$ cat config.mk
export PLATFORM = sky130hd
export DESIGN_NAME = truecolor_ramdac_register_port
export DESIGN_NICKNAME = d
export VERILOG_FILES = /design/src/rdp_pkg.sv /design/src/truecolor_ramdac_register_port.sv /design/src/rdp_core.sv
export SDC_FILE = /design/constraint.sdc
export NUM_CORES = 1
export LEC_CHECK = 0
export ABC_AREA = 1
export ABC_CLOCK_PERIOD_IN_PS = 2500
export BUFFER_PORTS_ARGS = -buffer_cell sky130_fd_sc_hd__clkbuf_2
export CAP_MARGIN = 40
export CORE_UTILIZATION = 40
export CTS_BUF_LIST = sky130_fd_sc_hd__clkbuf_4
export DETAILED_ROUTE_END_ITERATION = 16
export PLACE_DENSITY = 0.62
export REMOVE_ABC_BUFFERS = 1
export SLEW_MARGIN = 20
export SYNTH_ARGS = -nofsm -noshare
export SYNTH_HDL_FRONTEND = slang
export SYNTH_SLANG_ARGS = --single-unit
$ cat constraint.sdc
create_clock -name i_clk -period 2.5 [get_ports i_clk]
set_input_delay 0.25 -clock i_clk [delete_from_list [all_inputs] [get_ports i_clk]]
set_output_delay 0.25 -clock i_clk [all_outputs]
set_load 0.1 [all_outputs]
$ cat src/rdp_pkg.sv
// Shared types, codes and helper functions for the truecolor RAMDAC register port.
package rdp_pkg;

    localparam int PLL_ENTRIES = 16;
    localparam int PLL_IDX_W   = $clog2(PLL_ENTRIES);

    localparam logic OP_READ  = 1'b0;
    localparam logic OP_WRITE = 1'b1;

    localparam logic [2:0] SEL_WADDR    = 3'd0;
    localparam logic [2:0] SEL_DATA     = 3'd1;
    localparam logic [2:0] SEL_MASK     = 3'd2;
    localparam logic [2:0] SEL_RADDR    = 3'd3;
    localparam logic [2:0] SEL_PLL_WIDX = 3'd4;
    localparam logic [2:0] SEL_PLL_DATA = 3'd5;
    localparam logic [2:0] SEL_CMD      = 3'd6;
    localparam logic [2:0] SEL_PLL_RIDX = 3'd7;

    localparam logic [7:0] HIDDEN_ID        = 8'h70;
    localparam logic [2:0] HIDDEN_ID_COUNT  = 3'd4;
    localparam logic [2:0] HIDDEN_CMD_COUNT = 3'd5;

    localparam logic [2:0] DEPTH_8  = 3'd0;
    localparam logic [2:0] DEPTH_15 = 3'd1;
    localparam logic [2:0] DEPTH_16 = 3'd2;
    localparam logic [2:0] DEPTH_24 = 3'd3;
    localparam logic [2:0] DEPTH_32 = 3'd4;

    localparam logic [15:0] PLL_RESET_0 = 16'h6128;
    localparam logic [15:0] PLL_RESET_1 = 16'h623d;

    typedef struct packed {
        logic       operation;
        logic [2:0] reg_select;
        logic [7:0] write_data;
    } t_in_item;

    typedef struct packed {
        logic [7:0] read_data;
        logic       pass_through;
        logic [2:0] pixel_depth;
    } t_out_item;

    function automatic logic [2:0] depth_code(input logic [7:0] cmd);
        logic [2:0] d;
        case (cmd[7:4])
            4'h2, 4'h3, 4'h8, 4'ha: d = DEPTH_15;
            4'h5, 4'h6, 4'hc:       d = DEPTH_16;
            4'h4, 4'h9, 4'he:       d = DEPTH_24;
            4'h7:                   d = DEPTH_32;
            default:                d = DEPTH_8;
        endcase
        return d;
    endfunction

    function automatic logic word_writable(input logic [7:0] idx);
        return ((idx >= 8'd2) && (idx <= 8'd7)) || (idx == 8'd10) || (idx == 8'd14);
    endfunction

    function automatic logic index_in_range(input logic [7:0] idx);
        return {1'b0, idx} < 9'(PLL_ENTRIES);
    endfunction

    function automatic logic [15:0] pll_reset_word(input int i);
        logic [15:0] w;
        if (i == 0) begin
            w = PLL_RESET_0;
        end else if (i == 1) begin
            w = PLL_RESET_1;
        end else begin
            w = 16'h0000;
        end
        return w;
    endfunction

endpackage

$ cat src/truecolor_ramdac_register_port.sv
// Top level of the truecolor RAMDAC register port with input and result registers.
// An accepted access moves from the input register to the result register.
// Throughput: one access per cycle unless stalled; single registered state update.
// The input register takes a new transfer whenever the result register can move.
// Reset (synchronous, active low) clears the command, hidden counter, indices and
// byte phase, and loads the PLL words with their power-on values.
module truecolor_ramdac_register_port (
    input  logic               i_clk,
    input  logic               i_rst_n,
    input  logic               i_in_valid,
    output logic               o_in_stall,
    input  rdp_pkg::t_in_item  i_in_item,
    output logic               o_out_valid,
    input  logic               i_out_stall,
    output rdp_pkg::t_out_item o_out_item
);

    logic               r_in_valid;
    rdp_pkg::t_in_item  r_in_item;
    logic               r_out_valid;
    rdp_pkg::t_out_item r_out_item;

    logic               advance;
    logic               fire;
    rdp_pkg::t_out_item result;

    assign advance    = !r_out_valid || !i_out_stall;
    assign fire       = r_in_valid && advance;
    assign o_in_stall = r_in_valid && !advance;

    rdp_core u_core (
        .i_clk    (i_clk),
        .i_rst_n  (i_rst_n),
        .i_fire   (fire),
        .i_item   (r_in_item),
        .o_result (result)
    );

    always_ff @(posedge i_clk) begin
        if (!i_rst_n) begin
            r_in_valid  <= 1'b0;
            r_out_valid <= 1'b0;
        end else begin
            if (!o_in_stall) begin
                r_in_valid <= i_in_valid;
                if (i_in_valid) begin
                    r_in_item <= i_in_item;
                end
            end
            if (advance) begin
                r_out_valid <= r_in_valid;
                if (fire) begin
                    r_out_item <= result;
                end
            end
        end
    end

    assign o_out_valid = r_out_valid;
    assign o_out_item  = r_out_item;

`ifndef NO_ASSERTIONS
    a_stall_cause: assert property (@(posedge i_clk) disable iff (!i_rst_n)
        o_in_stall |-> (r_out_valid && i_out_stall))
        else $error("Input stalled without a stalled result.");

    a_fire_result: assert property (@(posedge i_clk) disable iff (!i_rst_n)
        fire |=> o_out_valid)
        else $error("Processed access produced no result.");

    a_depth_range: assert property (@(posedge i_clk) disable iff (!i_rst_n)
        o_out_valid |-> (o_out_item.pixel_depth <= rdp_pkg::DEPTH_32))
        else $error("Pixel depth code out of range.");

    a_pass_zero: assert property (@(posedge i_clk) disable iff (!i_rst_n)
        (o_out_valid && o_out_item.pass_through) |-> (o_out_item.read_data == 8'h00))
        else $error("Pass-through transfer returned nonzero read data.");
`endif

endmodule

$ cat src/rdp_core.sv
// Register state, PLL word bank and access decode of the RAMDAC register port.
module rdp_core (
    input  logic              i_clk,
    input  logic              i_rst_n,
    input  logic              i_fire,
    input  rdp_pkg::t_in_item i_item,
    output rdp_pkg::t_out_item o_result
);

    logic [7:0]  r_command;
    logic [2:0]  r_hidden_count;
    logic [7:0]  r_write_index;
    logic [7:0]  r_read_index;
    logic        r_high_phase;
    logic [15:0] r_pll [rdp_pkg::PLL_ENTRIES];

    logic [7:0]  n_command;
    logic [2:0]  n_hidden_count;
    logic [7:0]  n_write_index;
    logic [7:0]  n_read_index;
    logic        n_high_phase;

    logic        pll_we;
    logic [15:0] pll_wdata;
    logic [15:0] pll_wcur;
    logic [15:0] pll_rword;
    logic [2:0]  hidden_inc;
    logic [7:0]  data;
    logic        pass;

    assign pll_wcur  = r_pll[r_write_index[rdp_pkg::PLL_IDX_W-1:0]];
    assign pll_rword = r_pll[r_read_index[rdp_pkg::PLL_IDX_W-1:0]];
    assign pll_wdata = r_high_phase ? {i_item.write_data, pll_wcur[7:0]}
                                    : {pll_wcur[15:8], i_item.write_data};
    assign hidden_inc = (r_hidden_count < rdp_pkg::HIDDEN_CMD_COUNT)
                        ? r_hidden_count + 3'd1 : r_hidden_count;

    always_comb begin
        n_command      = r_command;
        n_hidden_count = r_hidden_count;
        n_write_index  = r_write_index;
        n_read_index   = r_read_index;
        n_high_phase   = r_high_phase;
        pll_we         = 1'b0;
        data           = 8'h00;
        pass           = 1'b0;
        if (i_item.operation == rdp_pkg::OP_WRITE) begin
            pass = 1'b1;
            case (i_item.reg_select)
                rdp_pkg::SEL_MASK: begin
                    if (r_hidden_count == rdp_pkg::HIDDEN_ID_COUNT) begin
                        n_command = i_item.write_data;
                    end
                    n_hidden_count = 3'd0;
                end
                rdp_pkg::SEL_WADDR, rdp_pkg::SEL_DATA, rdp_pkg::SEL_RADDR: begin
                    n_hidden_count = 3'd0;
                end
                rdp_pkg::SEL_PLL_WIDX: begin
                    n_write_index = i_item.write_data;
                    n_high_phase  = 1'b0;
                end
                rdp_pkg::SEL_PLL_DATA: begin
                    pll_we = rdp_pkg::index_in_range(r_write_index)
                             && rdp_pkg::word_writable(r_write_index);
                    n_high_phase = ~r_high_phase;
                    if (r_high_phase) begin
                        n_write_index = r_write_index + 8'd1;
                    end
                end
                rdp_pkg::SEL_CMD: begin
                    n_command = i_item.write_data;
                end
                rdp_pkg::SEL_PLL_RIDX: begin
                    n_read_index = i_item.write_data;
                    n_high_phase = 1'b0;
                end
                default: begin
                    n_hidden_count = 3'd0;
                end
            endcase
        end else begin
            case (i_item.reg_select)
                rdp_pkg::SEL_MASK: begin
                    if (hidden_inc == rdp_pkg::HIDDEN_ID_COUNT) begin
                        n_hidden_count = hidden_inc;
                        data           = rdp_pkg::HIDDEN_ID;
                    end else if (hidden_inc == rdp_pkg::HIDDEN_CMD_COUNT) begin
                        n_hidden_count = 3'd0;
                        data           = r_command;
                    end else begin
                        n_hidden_count = hidden_inc;
                        pass           = 1'b1;
                    end
                end
                rdp_pkg::SEL_WADDR, rdp_pkg::SEL_DATA, rdp_pkg::SEL_RADDR: begin
                    n_hidden_count = 3'd0;
                    pass           = 1'b1;
                end
                rdp_pkg::SEL_PLL_WIDX: begin
                    data = r_write_index;
                end
                rdp_pkg::SEL_PLL_DATA: begin
                    if (rdp_pkg::index_in_range(r_read_index)) begin
                        data = r_high_phase ? pll_rword[15:8] : pll_rword[7:0];
                    end
                    n_high_phase = ~r_high_phase;
                    if (r_high_phase) begin
                        n_read_index = r_read_index + 8'd1;
                    end
                end
                rdp_pkg::SEL_CMD: begin
                    data = r_command;
                end
                rdp_pkg::SEL_PLL_RIDX: begin
                    data = r_read_index;
                end
                default: begin
                    n_hidden_count = 3'd0;
                    pass           = 1'b1;
                end
            endcase
        end
    end

    assign o_result.read_data    = data;
    assign o_result.pass_through = pass;
    assign o_result.pixel_depth  = rdp_pkg::depth_code(n_command);

    always_ff @(posedge i_clk) begin
        if (!i_rst_n) begin
            r_command      <= 8'h00;
            r_hidden_count <= 3'd0;
            r_write_index  <= 8'h00;
            r_read_index   <= 8'h00;
            r_high_phase   <= 1'b0;
            for (int i = 0; i < rdp_pkg::PLL_ENTRIES; i++) begin
                r_pll[i] <= rdp_pkg::pll_reset_word(i);
            end
        end else if (i_fire) begin
            r_command      <= n_command;
            r_hidden_count <= n_hidden_count;
            r_write_index  <= n_write_index;
            r_read_index   <= n_read_index;
            r_high_phase   <= n_high_phase;
            if (pll_we) begin
                r_pll[r_write_index[rdp_pkg::PLL_IDX_W-1:0]] <= pll_wdata;
            end
        end
    end

endmodule
==> impl_metrics.py, run 1 <==
metrics = {
    "run_status": {
        "status": "finished clean",
    },
    "floorplanning": {
        "ios": 30,
        "rows": 69,
        "die_x_um": 193.5,
        "fp.dieH_um": 193.5,
        "start_util": 0.4094,
        "die-area_um2": 37440,
        "core_um2": 35830,
    },
    "placement": {
        "placed_cells": 2071,
        "gp_congestion": 0.9186,
        "dp_hpwl_mm": 25.64,
        "dp_slack_ns": 0.04133,
        "portBuffers": 29,
    },
    "global_route": {
        "grt_max_degree": 129,
        "grt_overflow_total": 0,
        "grt_pass1_vias": 11140,
        "antenna_found_initial": 2,
        "grtUsageTotal": 0.2141,
        "grt_pass1_wl_mm": 61.25,
    },
    "power": {
        "swShare": 0.2396,
        "seq_power_share": 0.539,
        "ir_worst_vdd_mv": 0.4013,
        "p_leak_nw": 6.665,
        "pwr-share-comb": 0.062,
        "p_int_mw": 8.349,
        "clkPwrFrac": 0.399,
        "power.switching_mw": 2.630,
        "p_per_area_nw_per_um2": 654.7,
    },
    "sta": {
        "finalSetupViolCount": 0,
        "setup_tns_ns": 0,
        "relSlewSlack": 0.4625,
        "layout_setup_ws_ns": 0.1816,
        "hold_viol": 0,
        "fin_crit_ns": 2.318,
        "rsz0062_at_grt": "false",
        "drv_slew": 0,
        "finClkSkew_ns": 0.05812,
        "max_freq_ghz": 0.4313,
        "worstMarginPinSlew_ns": 0.8062,
        "period_share": 0.9274,
    },
    "route": {
        "wl_per_cell_um": 18.12,
        "vias_per_cell": 5.276,
        "ant_nets": 0,
        "num_vias": 11760,
        "routed_wirelength_mm": 40.38,
        "drc": 0,
        "dr.pass1.iters": 5,
        "drt_iter0_markers": 1133,
    },
    "clock_tree": {
        "cts_root_buffer": "clkbuf_4",
        "cts_sinks": 314,
        "clkTransAtPathRegs_ns": 0.07,
        "cts_tree": "built",
        "cts_buffer_depth": 3,
        "h-tree-depth": 3,
        "cts_buffers": 81,
        "clk_latency_ns": 0.72,
    },
    "setup_path": {
        "ff2ff_path_depth": 8,
        "cp_max_fo": 9,
        "cp-start-kind": "register",
        "criticalPathCategory": "register to register",
        "ff2ff_setup_slack_ns": 0.18,
        "worst_r2r_endpoint": "u_core.r_pll[6][0]",
        "crit_arrival_ns": 2.67,
        "path_buf_inv": 1,
        "critPathTopFamily": "simple AND/OR/NAND/NOR gates",
        "slowest_stage": "edfxtp_1",
        "slowest_delay_ns": 0.46,
        "path_cells": "nor3_4, nand2_1, nor2_1, nand2_1, nor2_4, buf_12, nand2_2, nand2_1",
        "crit_top_cell": "nand2_1",
        "r2r-start": "r_in_item[9]",
        "worst_setup_path_end_kind": "register",
        "crit_required_ns": 2.85,
    },
    "worst_hold_path": {
        "hold_path_class": "primary input to register",
        "worstHoldStart": "i_in_item[0]",
        "holdPathStages": 2,
        "hold_end": "r_in_item[0]",
    },
    "finish": {
        "final_common_cell": "nand2_1",
        "nets": 1735,
        "areaGrowthSynthToFinish_pct": 14.31,
        "multi_input_area_um2": 4941,
        "regArea_um2": 9094,
        "final_cell_mix": "nand2_1, nor2_1, edfxtp_1",
        "utilization": 0.4680,
        "fin_cells": 2228,
        "drive_gt1_frac": 0.1513,
        "fill_cells": 3368,
    },
    "synthesis": {
        "synthArstFlopShare": 0,
        "postSynthCellCount": 1616,
        "ys_seq_area_frac": 0.6196,
        "synth-seq-cells": 314,
        "yosys_warnings": 0,
        "synthDistinctLibCells": 36,
        "synth_edf_count": 280,
        "syn_area_per_cell_um2": 9.077,
        "synth_ff_type": "edfxtp_1",
        "netlist_area_um2": 14670,
    },
    "run": {
        "cap_viol_max_count": 0,
    },
}
how the worst max path moves through the flow:
stage / from / end / slack, ns / depth (start not counted)
finish: r_in_item[9] / u_core.r_pll[6][0] / 0.18 / 8
global route: o_out_valid / u_core.r_pll[6][0] / 0.004 / 10
CTS: o_out_valid / u_core.r_pll[0][14] / 0.04 / 11
detailed placement: i_out_stall / u_core.r_pll[14][12] / 0.04 / 11
global placement: i_out_stall / u_core.r_pll[14][14] / 0.05 / 11
floorplan: register / o_out_item[10] / -3.17 / 9
power groups by stage:
stage | clock (mW) | sequential [mW] | combinational (mW)
floorplan | 0 | 6.07 | 0.339
global placement | 0 | 6.02 | 0.646
detailed placement | 0 | 6.03 | 0.652
CTS | 4.47 | 5.92 | 0.672
global route | 4.73 | 5.93 | 0.739
finish | 4.38 | 5.92 | 0.685
state kept, by name, summed over array words and instances (netlist names), named ones only:
register	flops
o_out_item	12
o_out_valid	1
r_in_item	12
r_in_valid	1
u_core.r_command	8
u_core.r_hidden_count	3
u_core.r_high_phase	1
u_core.r_pll	256
u_core.r_read_index	8
u_core.r_write_index	8
what timing repair did:
| item | 4_1_cts | 5_1_grt |
|---|---|---|
| hold buffers | 16 | 0 |
| resized for setup | 0 | 15 |
| buffers inserted | 0 | 3 |
| setup endpoints to repair | 0 | 169 |
| endpoints found under the hold margin | 20 | 0 |
final cells by class:
cell class / instances / area share
Timing Repair Buffer: 105 / 0.05029
Tap cell: 461 / 0.03440
Clock buffer: 116 / 0.05193
Antenna cell: 2 / 0.0002985
Clock inverter: 20 / 0.007909
Inverter: 81 / 0.01821
Multi-Input combinational cell: 1129 / 0.2947
Sequential cell: 314 / 0.5423
metal layers:
layer,track usage,routed length (um),share of wire
met3,0.04219,3006,0.074
met4,0.07437,1021,0.025
met2,0.3527,19300,0.48
met5,0,0,0
met1,0.2815,17050,0.42
cell usage after synthesis (6+ instances only):
| library cell | n | area share |
|---|---|---|
| nor2_1 | 299 | 0.077 |
| nand2_2 | 21 | 0.0090 |
| dfxtp_1 | 34 | 0.046 |
| buf_1 | 13 | 0.0033 |
| inv_1 | 67 | 0.017 |
| edfxtp_1 | 280 | 0.57 |
| clkinv_1 | 6 | 0.0015 |
| o21ai_0 | 38 | 0.013 |
| o22ai_1 | 9 | 0.0038 |
| nand2_1 | 447 | 0.11 |
| inv_2 | 8 | 0.0020 |
| nand3_1 | 228 | 0.078 |
| clkbuf_1 | 69 | 0.018 |
| buf_2 | 7 | 0.0024 |
| a21oi_1 | 41 | 0.014 |
| nor3_1 | 6 | 0.0020 |
| ha_1 | 7 | 0.0060 |
kinds of logic (layout without fill, tap and decap cells):
family,count (synthesis),count (layout),synth area share
simple gates,1015,1015,0.2876
flops,314,314,0.6196
buf+inv,173,322,0.04614
compound gates,105,105,0.03949
fa+ha+maj,7,7,0.005970
xor+xnor,2,2,0.001194
other cells,0,2,0
per-stage QoR:
stage | hold WS [ns] | power (mW) | instance area (um2)
floorplan | 0.3489 | 6.405 | 14300
global placement | 0.4284 | 6.671 | 15530
detailed placement | 0.4287 | 6.681 | 15530
CTS | 0.2002 | 11.06 | 16690
global route | 0.2128 | 11.39 | 16770
finish | 0.2519 | 10.98 | 16770
(Power assumes the default switching activity.)
==> run 2: changes to the inputs <==
--- a/config.mk
+++ b/config.mk
@@ -12,6 +12,7 @@
 export CORE_UTILIZATION = 40
 export CTS_BUF_LIST = sky130_fd_sc_hd__clkbuf_4
 export DETAILED_ROUTE_END_ITERATION = 16
+export MAX_ROUTING_LAYER = met4
 export PLACE_DENSITY = 0.62
 export REMOVE_ABC_BUFFERS = 1
 export SLEW_MARGIN = 20
==> run 2 against run 1 <==
Compared with the run above: fmax is 2.3% lower; critical path depth stayed put; worst setup slack worse by 0.054 ns; core utilization hardly changed.
==> impl_metrics.py, run 2 (synthesized netlist as in run 1, its figures left out) <==
metrics = {
    "floorplanning": {
        "start_util": 0.4094,
        "die-area_um2": 37440,
        "rows": 69,
        "ios": 30,
        "die_x_um": 193.5,
        "fp.dieH_um": 193.5,
        "core_um2": 35830,
    },
    "finish": {
        "drive_gt1_frac": 0.1456,
        "postLayoutCellArea_um2": 16750,
        "areaGrowthSynthToFinish_pct": 14.19,
        "fin_cells": 2229,
        "nets": 1729,
        "top_register": "u_core.r_pll",
        "reg.largest.list": "u_core.r_pll (256), o_out_item (12), r_in_item (12)",
        "final_cell_mix": "nand2_1, nor2_1, edfxtp_1",
        "final_common_cell": "nand2_1",
        "largest_register_ffs": 256,
    },
    "global_route": {
        "grt_pass1_wl_mm": 62.56,
        "grt_pass1_vias": 11300,
        "grt_overflow_total": 0,
        "grt_max_degree": 129,
        "grtUsageTotal": 0.2246,
        "antenna_found_initial": 2,
    },
    "run": {
        "cap_viol_max_count": 0,
    },
    "setup_path": {
        "path_buf_inv": 1,
        "path_cells": "nor3_4, nand2_1, nor2_1, nand2_1, nor2_4, buf_4, nand2_2, nand2_1",
        "cp_max_fo": 9,
        "slowest_stage": "edfxtp_1",
        "cp-start-kind": "register",
        "criticalPathCategory": "register to register",
        "crit_top_cell": "nand2_1",
        "worst_setup_path_end_kind": "register",
        "critPathTopFamily": "simple AND/OR/NAND/NOR gates",
        "crit_required_ns": 2.87,
        "slowest_delay_ns": 0.47,
        "crit_arrival_ns": 2.75,
    },
    "clock_tree": {
        "h-tree-depth": 3,
        "cts_sinks": 314,
        "cts_root_buffer": "clkbuf_4",
        "cts_tree": "built",
        "clkTransAtPathRegs_ns": 0.07,
        "cts_buffers": 81,
        "cts_buffer_depth": 3,
        "clk_latency_ns": 0.74,
    },
    "sta": {
        "fin_crit_ns": 2.372,
        "max_freq_ghz": 0.4216,
        "drv_slew": 0,
        "finalSetupViolCount": 0,
        "period_share": 0.9488,
        "finClkSkew_ns": 0.05387,
        "worstMarginPinSlew_ns": 0.7875,
        "hold_viol": 0,
        "relSlewSlack": 0.4750,
        "rsz0062_at_grt": "false",
    },
    "placement": {
        "dp_hpwl_mm": 25.91,
        "placedInstanceArea_um2": 15480,
        "placed_cells": 2068,
        "gp_congestion": 0.8974,
        "portBuffers": 29,
    },
    "power": {
        "pwr-share-comb": 0.060,
        "seq_power_share": 0.529,
        "swShare": 0.2388,
        "p_int_mw": 8.520,
        "power.switching_mw": 2.672,
        "p_leak_nw": 6.659,
        "ir_worst_vdd_mv": 0.4490,
        "p_per_area_nw_per_um2": 668.1,
        "clkPwrFrac": 0.411,
    },
    "route": {
        "ant_nets": 0,
        "drc": 0,
        "num_vias": 11710,
        "routed_wirelength_mm": 40.32,
        "wl_per_cell_um": 18.09,
        "dr.pass1.iters": 5,
        "drt_iter0_markers": 1157,
        "vias_per_cell": 5.253,
    },
    "worst_hold_path": {
        "hold_path_class": "primary input to register",
    },
    "run_status": {
        "status": "finished clean",
    },
}
run 2: cell count changes in the layout (fill, tap and decap cells not counted), sizes merged:
cell,delta
dlygate4sd3,-1
buf,-5
clkbuf,+4
bufinv,+1
clkinv,+3
diode,+1
inv,-2
run 2: per-stage QoR:
step                  util  setup slack (ns)  setup TNS (ns)  hold WS (ns)  power [mW]
floorplan                -            -3.168         -257.60        0.3489       6.405
global placement    0.4321            0.1475               0        0.4280       6.664
detailed placement  0.4321            0.1201               0        0.4286       6.673
CTS                 0.4660            0.1386               0        0.1882       11.26
global route        0.4675           0.01155               0        0.1848       11.59
finish              0.4675            0.1279               0        0.2217       11.19
run 2: timing repair:
item                       4_1_cts  5_1_grt
hold buffers                    15        0
hold endpoints to repair        22        0
resized for setup                0        8
setup endpoints to repair        0       53
setup buffers                    0        0
run 2: final cells by class:
| class | instances | area [um2] |
|---|---|---|
| Inverter | 81 | 305.3 |
| Sequential cell | 314 | 9094 |
| Multi-Input combinational cell | 1129 | 4923 |
| Timing Repair Buffer | 99 | 778.2 |
| Fill cell | 3411 | 19080 |
| Antenna cell | 3 | 7.507 |
| Clock inverter | 22 | 165.2 |
| Clock buffer | 120 | 900.9 |
| Tap cell | 461 | 576.8 |
run 2: layer usage:
metal  GRT usage  up-vias  part of all wire
met3     0.04132       96             0.086
met1      0.2916     5462              0.42
met4     0.08178        0             0.027
met2      0.3515      515              0.47
met5           -        -                 0
li1            -     5635                 -
run 2: final timing paths:
kind | start | end | slack [ns] | cells past startpoint
setup / recovery | r_in_item[9] | u_core.r_pll[4][13] | 0.13 | 8
hold / removal | i_in_item[2] | r_in_item[2] | 0.22 | 2
setup reg to reg | r_in_item[9] | u_core.r_pll[4][13] | 0.13 | 8
hold reg to reg | u_core.r_write_index[6] | u_core.r_write_index[6] | 0.48 | 2
run 2: power by group through the flow:
stage / clock network [mW] / logic (mW) / registers, mW
2_1_floorplan: 0 / 0.339 / 6.07
3_3_place_gp: 0 / 0.640 / 6.02
3_5_place_dp: 0 / 0.646 / 6.03
4_1_cts: 4.68 / 0.665 / 5.92
5_1_grt: 4.93 / 0.737 / 5.93
6_report: 4.60 / 0.675 / 5.92
==> run 3: changes to the inputs <==
--- a/config.mk
+++ b/config.mk
@@ -6,7 +6,7 @@
 export NUM_CORES = 1
 export LEC_CHECK = 0
 export ABC_AREA = 1
-export ABC_CLOCK_PERIOD_IN_PS = 2500
+export ABC_CLOCK_PERIOD_IN_PS = 2120
 export BUFFER_PORTS_ARGS = -buffer_cell sky130_fd_sc_hd__clkbuf_2
 export CAP_MARGIN = 40
 export CORE_UTILIZATION = 40
==> constraint.sdc (replaced) <==
create_clock -name i_clk -period 2.12 [get_ports i_clk]
set_input_delay 0.212 -clock i_clk [delete_from_list [all_inputs] [get_ports i_clk]]
set_output_delay 0.212 -clock i_clk [all_outputs]
set_load 0.1 [all_outputs]
==> run 3 against run 2 <==
Compared with the run above: wire length increased by 1.8%; final cell count increased by 3.1%; worst setup slack got worse by 0.015 ns; fmax increased by 18%; die area unchanged; global-route usage increased by 0.19 points; hold slack got worse by 0.020 ns; via count increased by 2.8%; design area increased by 4.5%; combinational power increased by 32%; sequential share of layout area decreased by 2.3 points; non-clock buffer count increased by 70.
==> impl_metrics.py, run 3 (synthesized netlist as in run 1, its figures left out) <==
metrics = {
    "sta": {
        "period_share": 0.9468,
        "rsz0062_at_grt": "false",
        "hold_viol": 0,
        "drv_slew": 0,
        "relSlewSlack": 0.4941,
        "max_freq_ghz": 0.4982,
        "setup_tns_ns": 0,
        "finalSetupViolCount": 0,
        "holdWs_ns": 0.2015,
        "worstMarginPinSlew_ns": 0.7588,
        "fin_crit_ns": 2.007,
        "finClkSkew_ns": 0.06069,
    },
    "setup_path": {
        "worst_setup_path_end_kind": "register",
        "criticalPathCategory": "register to register",
        "cp_max_fo": 8,
        "path_cells": "nor3_4, nand2_1, nor2_2, nand2_2, nor2_4, inv_2, nor2_2, inv_2, nand2_1",
        "crit_arrival_ns": 2.40,
        "slowest_stage": "edfxtp_1",
        "cp-start-kind": "register",
        "critPathTopFamily": "simple AND/OR/NAND/NOR gates",
        "critPathLaunch": "r_in_item[9]",
        "slowest_delay_ns": 0.42,
        "ff2ff_setup_slack_ns": 0.11,
        "path_depth": 9,
        "path_buf_inv": 2,
        "crit_required_ns": 2.51,
        "r2r-start": "r_in_item[9]",
        "ff2ff_path_depth": 9,
    },
    "worst_hold_path": {
        "worstHoldStart": "i_in_item[5]",
        "hold_path_class": "primary input to register",
        "holdPathStages": 2,
    },
    "finish": {
        "drive_gt1_frac": 0.1881,
        "nets": 1801,
        "fin_cells": 2298,
        "reg.largest.list": "u_core.r_pll (256), o_out_item (12), r_in_item (12)",
        "final_cell_mix": "nand2_1, nor2_1, edfxtp_1",
        "fill_cells": 3312,
        "utilization": 0.4885,
        "largest_register_ffs": 256,
        "areaGrowthSynthToFinish_pct": 19.32,
        "top_register": "u_core.r_pll",
        "final_common_cell": "nand2_1",
    },
    "global_route": {
        "antenna_found_initial": 2,
        "grt_overflow_total": 0,
        "grt_pass1_vias": 11820,
        "grt_pass1_wl_mm": 63.35,
        "grtUsageTotal": 0.2264,
        "grt_max_degree": 65,
    },
    "clock_tree": {
        "cts_buffers": 83,
        "clk_latency_ns": 0.74,
        "clkTransAtPathRegs_ns": 0.07,
        "cts_buffer_depth": 3,
        "cts_root_buffer": "clkbuf_4",
        "cts_tree": "built",
        "cts_sinks": 314,
        "h-tree-depth": 3,
    },
    "run_status": {
        "status": "finished clean",
    },
    "placement": {
        "gp_congestion": 0.8992,
        "portBuffers": 29,
        "placed_cells": 2137,
        "dp_hpwl_mm": 26.64,
    },
    "run": {
        "cap_viol_max_count": 0,
    },
    "floorplanning": {
        "die-area_um2": 37440,
        "core_um2": 35830,
        "start_util": 0.4094,
        "rows": 69,
        "ios": 30,
        "fp.dieH_um": 193.5,
        "die_x_um": 193.5,
    },
    "route": {
        "wl_per_cell_um": 17.87,
        "vias_per_cell": 5.236,
        "num_vias": 12030,
        "routed_wirelength_mm": 41.06,
        "drc": 0,
        "drt_iter0_markers": 1054,
        "ant_nets": 0,
        "dr.pass1.iters": 6,
    },
    "power": {
        "finalPower_mw": 13.05,
        "ir_worst_vdd_mv": 0.5564,
        "p_leak_nw": 7.049,
        "p_per_area_nw_per_um2": 745.4,
    },
}
run 3: path summary, 6_finish.rpt:
kind,to
min,r_in_item[5]
min reg2reg,u_core.r_write_index[6]
max,u_core.r_pll[0][7]
max reg2reg,u_core.r_pll[0][7]
run 3: power breakdown:
| part | total [mW] | switching [mW] | internal, mW |
|---|---|---|---|
| logic | 0.890 | 0.617 | 0.272 |
| registers | 6.98 | 0.0728 | 6.90 |
| clock network | 5.18 | 2.50 | 2.68 |
run 3: final cells by class:
type | count | area [um2] | share of cell area
Antenna cell | 3 | 7.507 | 0.0004289
Clock buffer | 118 | 885.9 | 0.05061
Clock inverter | 23 | 133.9 | 0.007649
Inverter | 81 | 305.3 | 0.01744
Multi-Input combinational cell | 1129 | 4974 | 0.2842
Sequential cell | 314 | 9094 | 0.5196
Tap cell | 461 | 576.8 | 0.03295
Timing Repair Buffer | 169 | 1526 | 0.08721
run 3: metal layers:
layer  track usage  share of wire
met1        0.2834           0.42
met2        0.3650           0.48
met5             -              0
met3       0.04062          0.070
met4       0.08770          0.029
run 3: what timing repair did:
item / 4_1_cts / 5_1_grt
pin swaps: 0 / 2
hold endpoints to repair: 27 / 0
endpoints found under the setup margin: 24 / 228
gates cloned: 0 / 0
hold buffers: 16 / 0
resized for setup: 6 / 23
buffers inserted: 0 / 1
run 3: through the flow:
stage | area [um2] | setup slack [ns]
2_1_floorplan | 14300 | -3.548
3_3_place_gp | 16240 | 0.02815
3_5_place_dp | 16240 | -0.04301
4_1_cts | 17430 | 0.0009179
5_1_grt | 17500 | 0.006593
6_report | 17500 | 0.1128
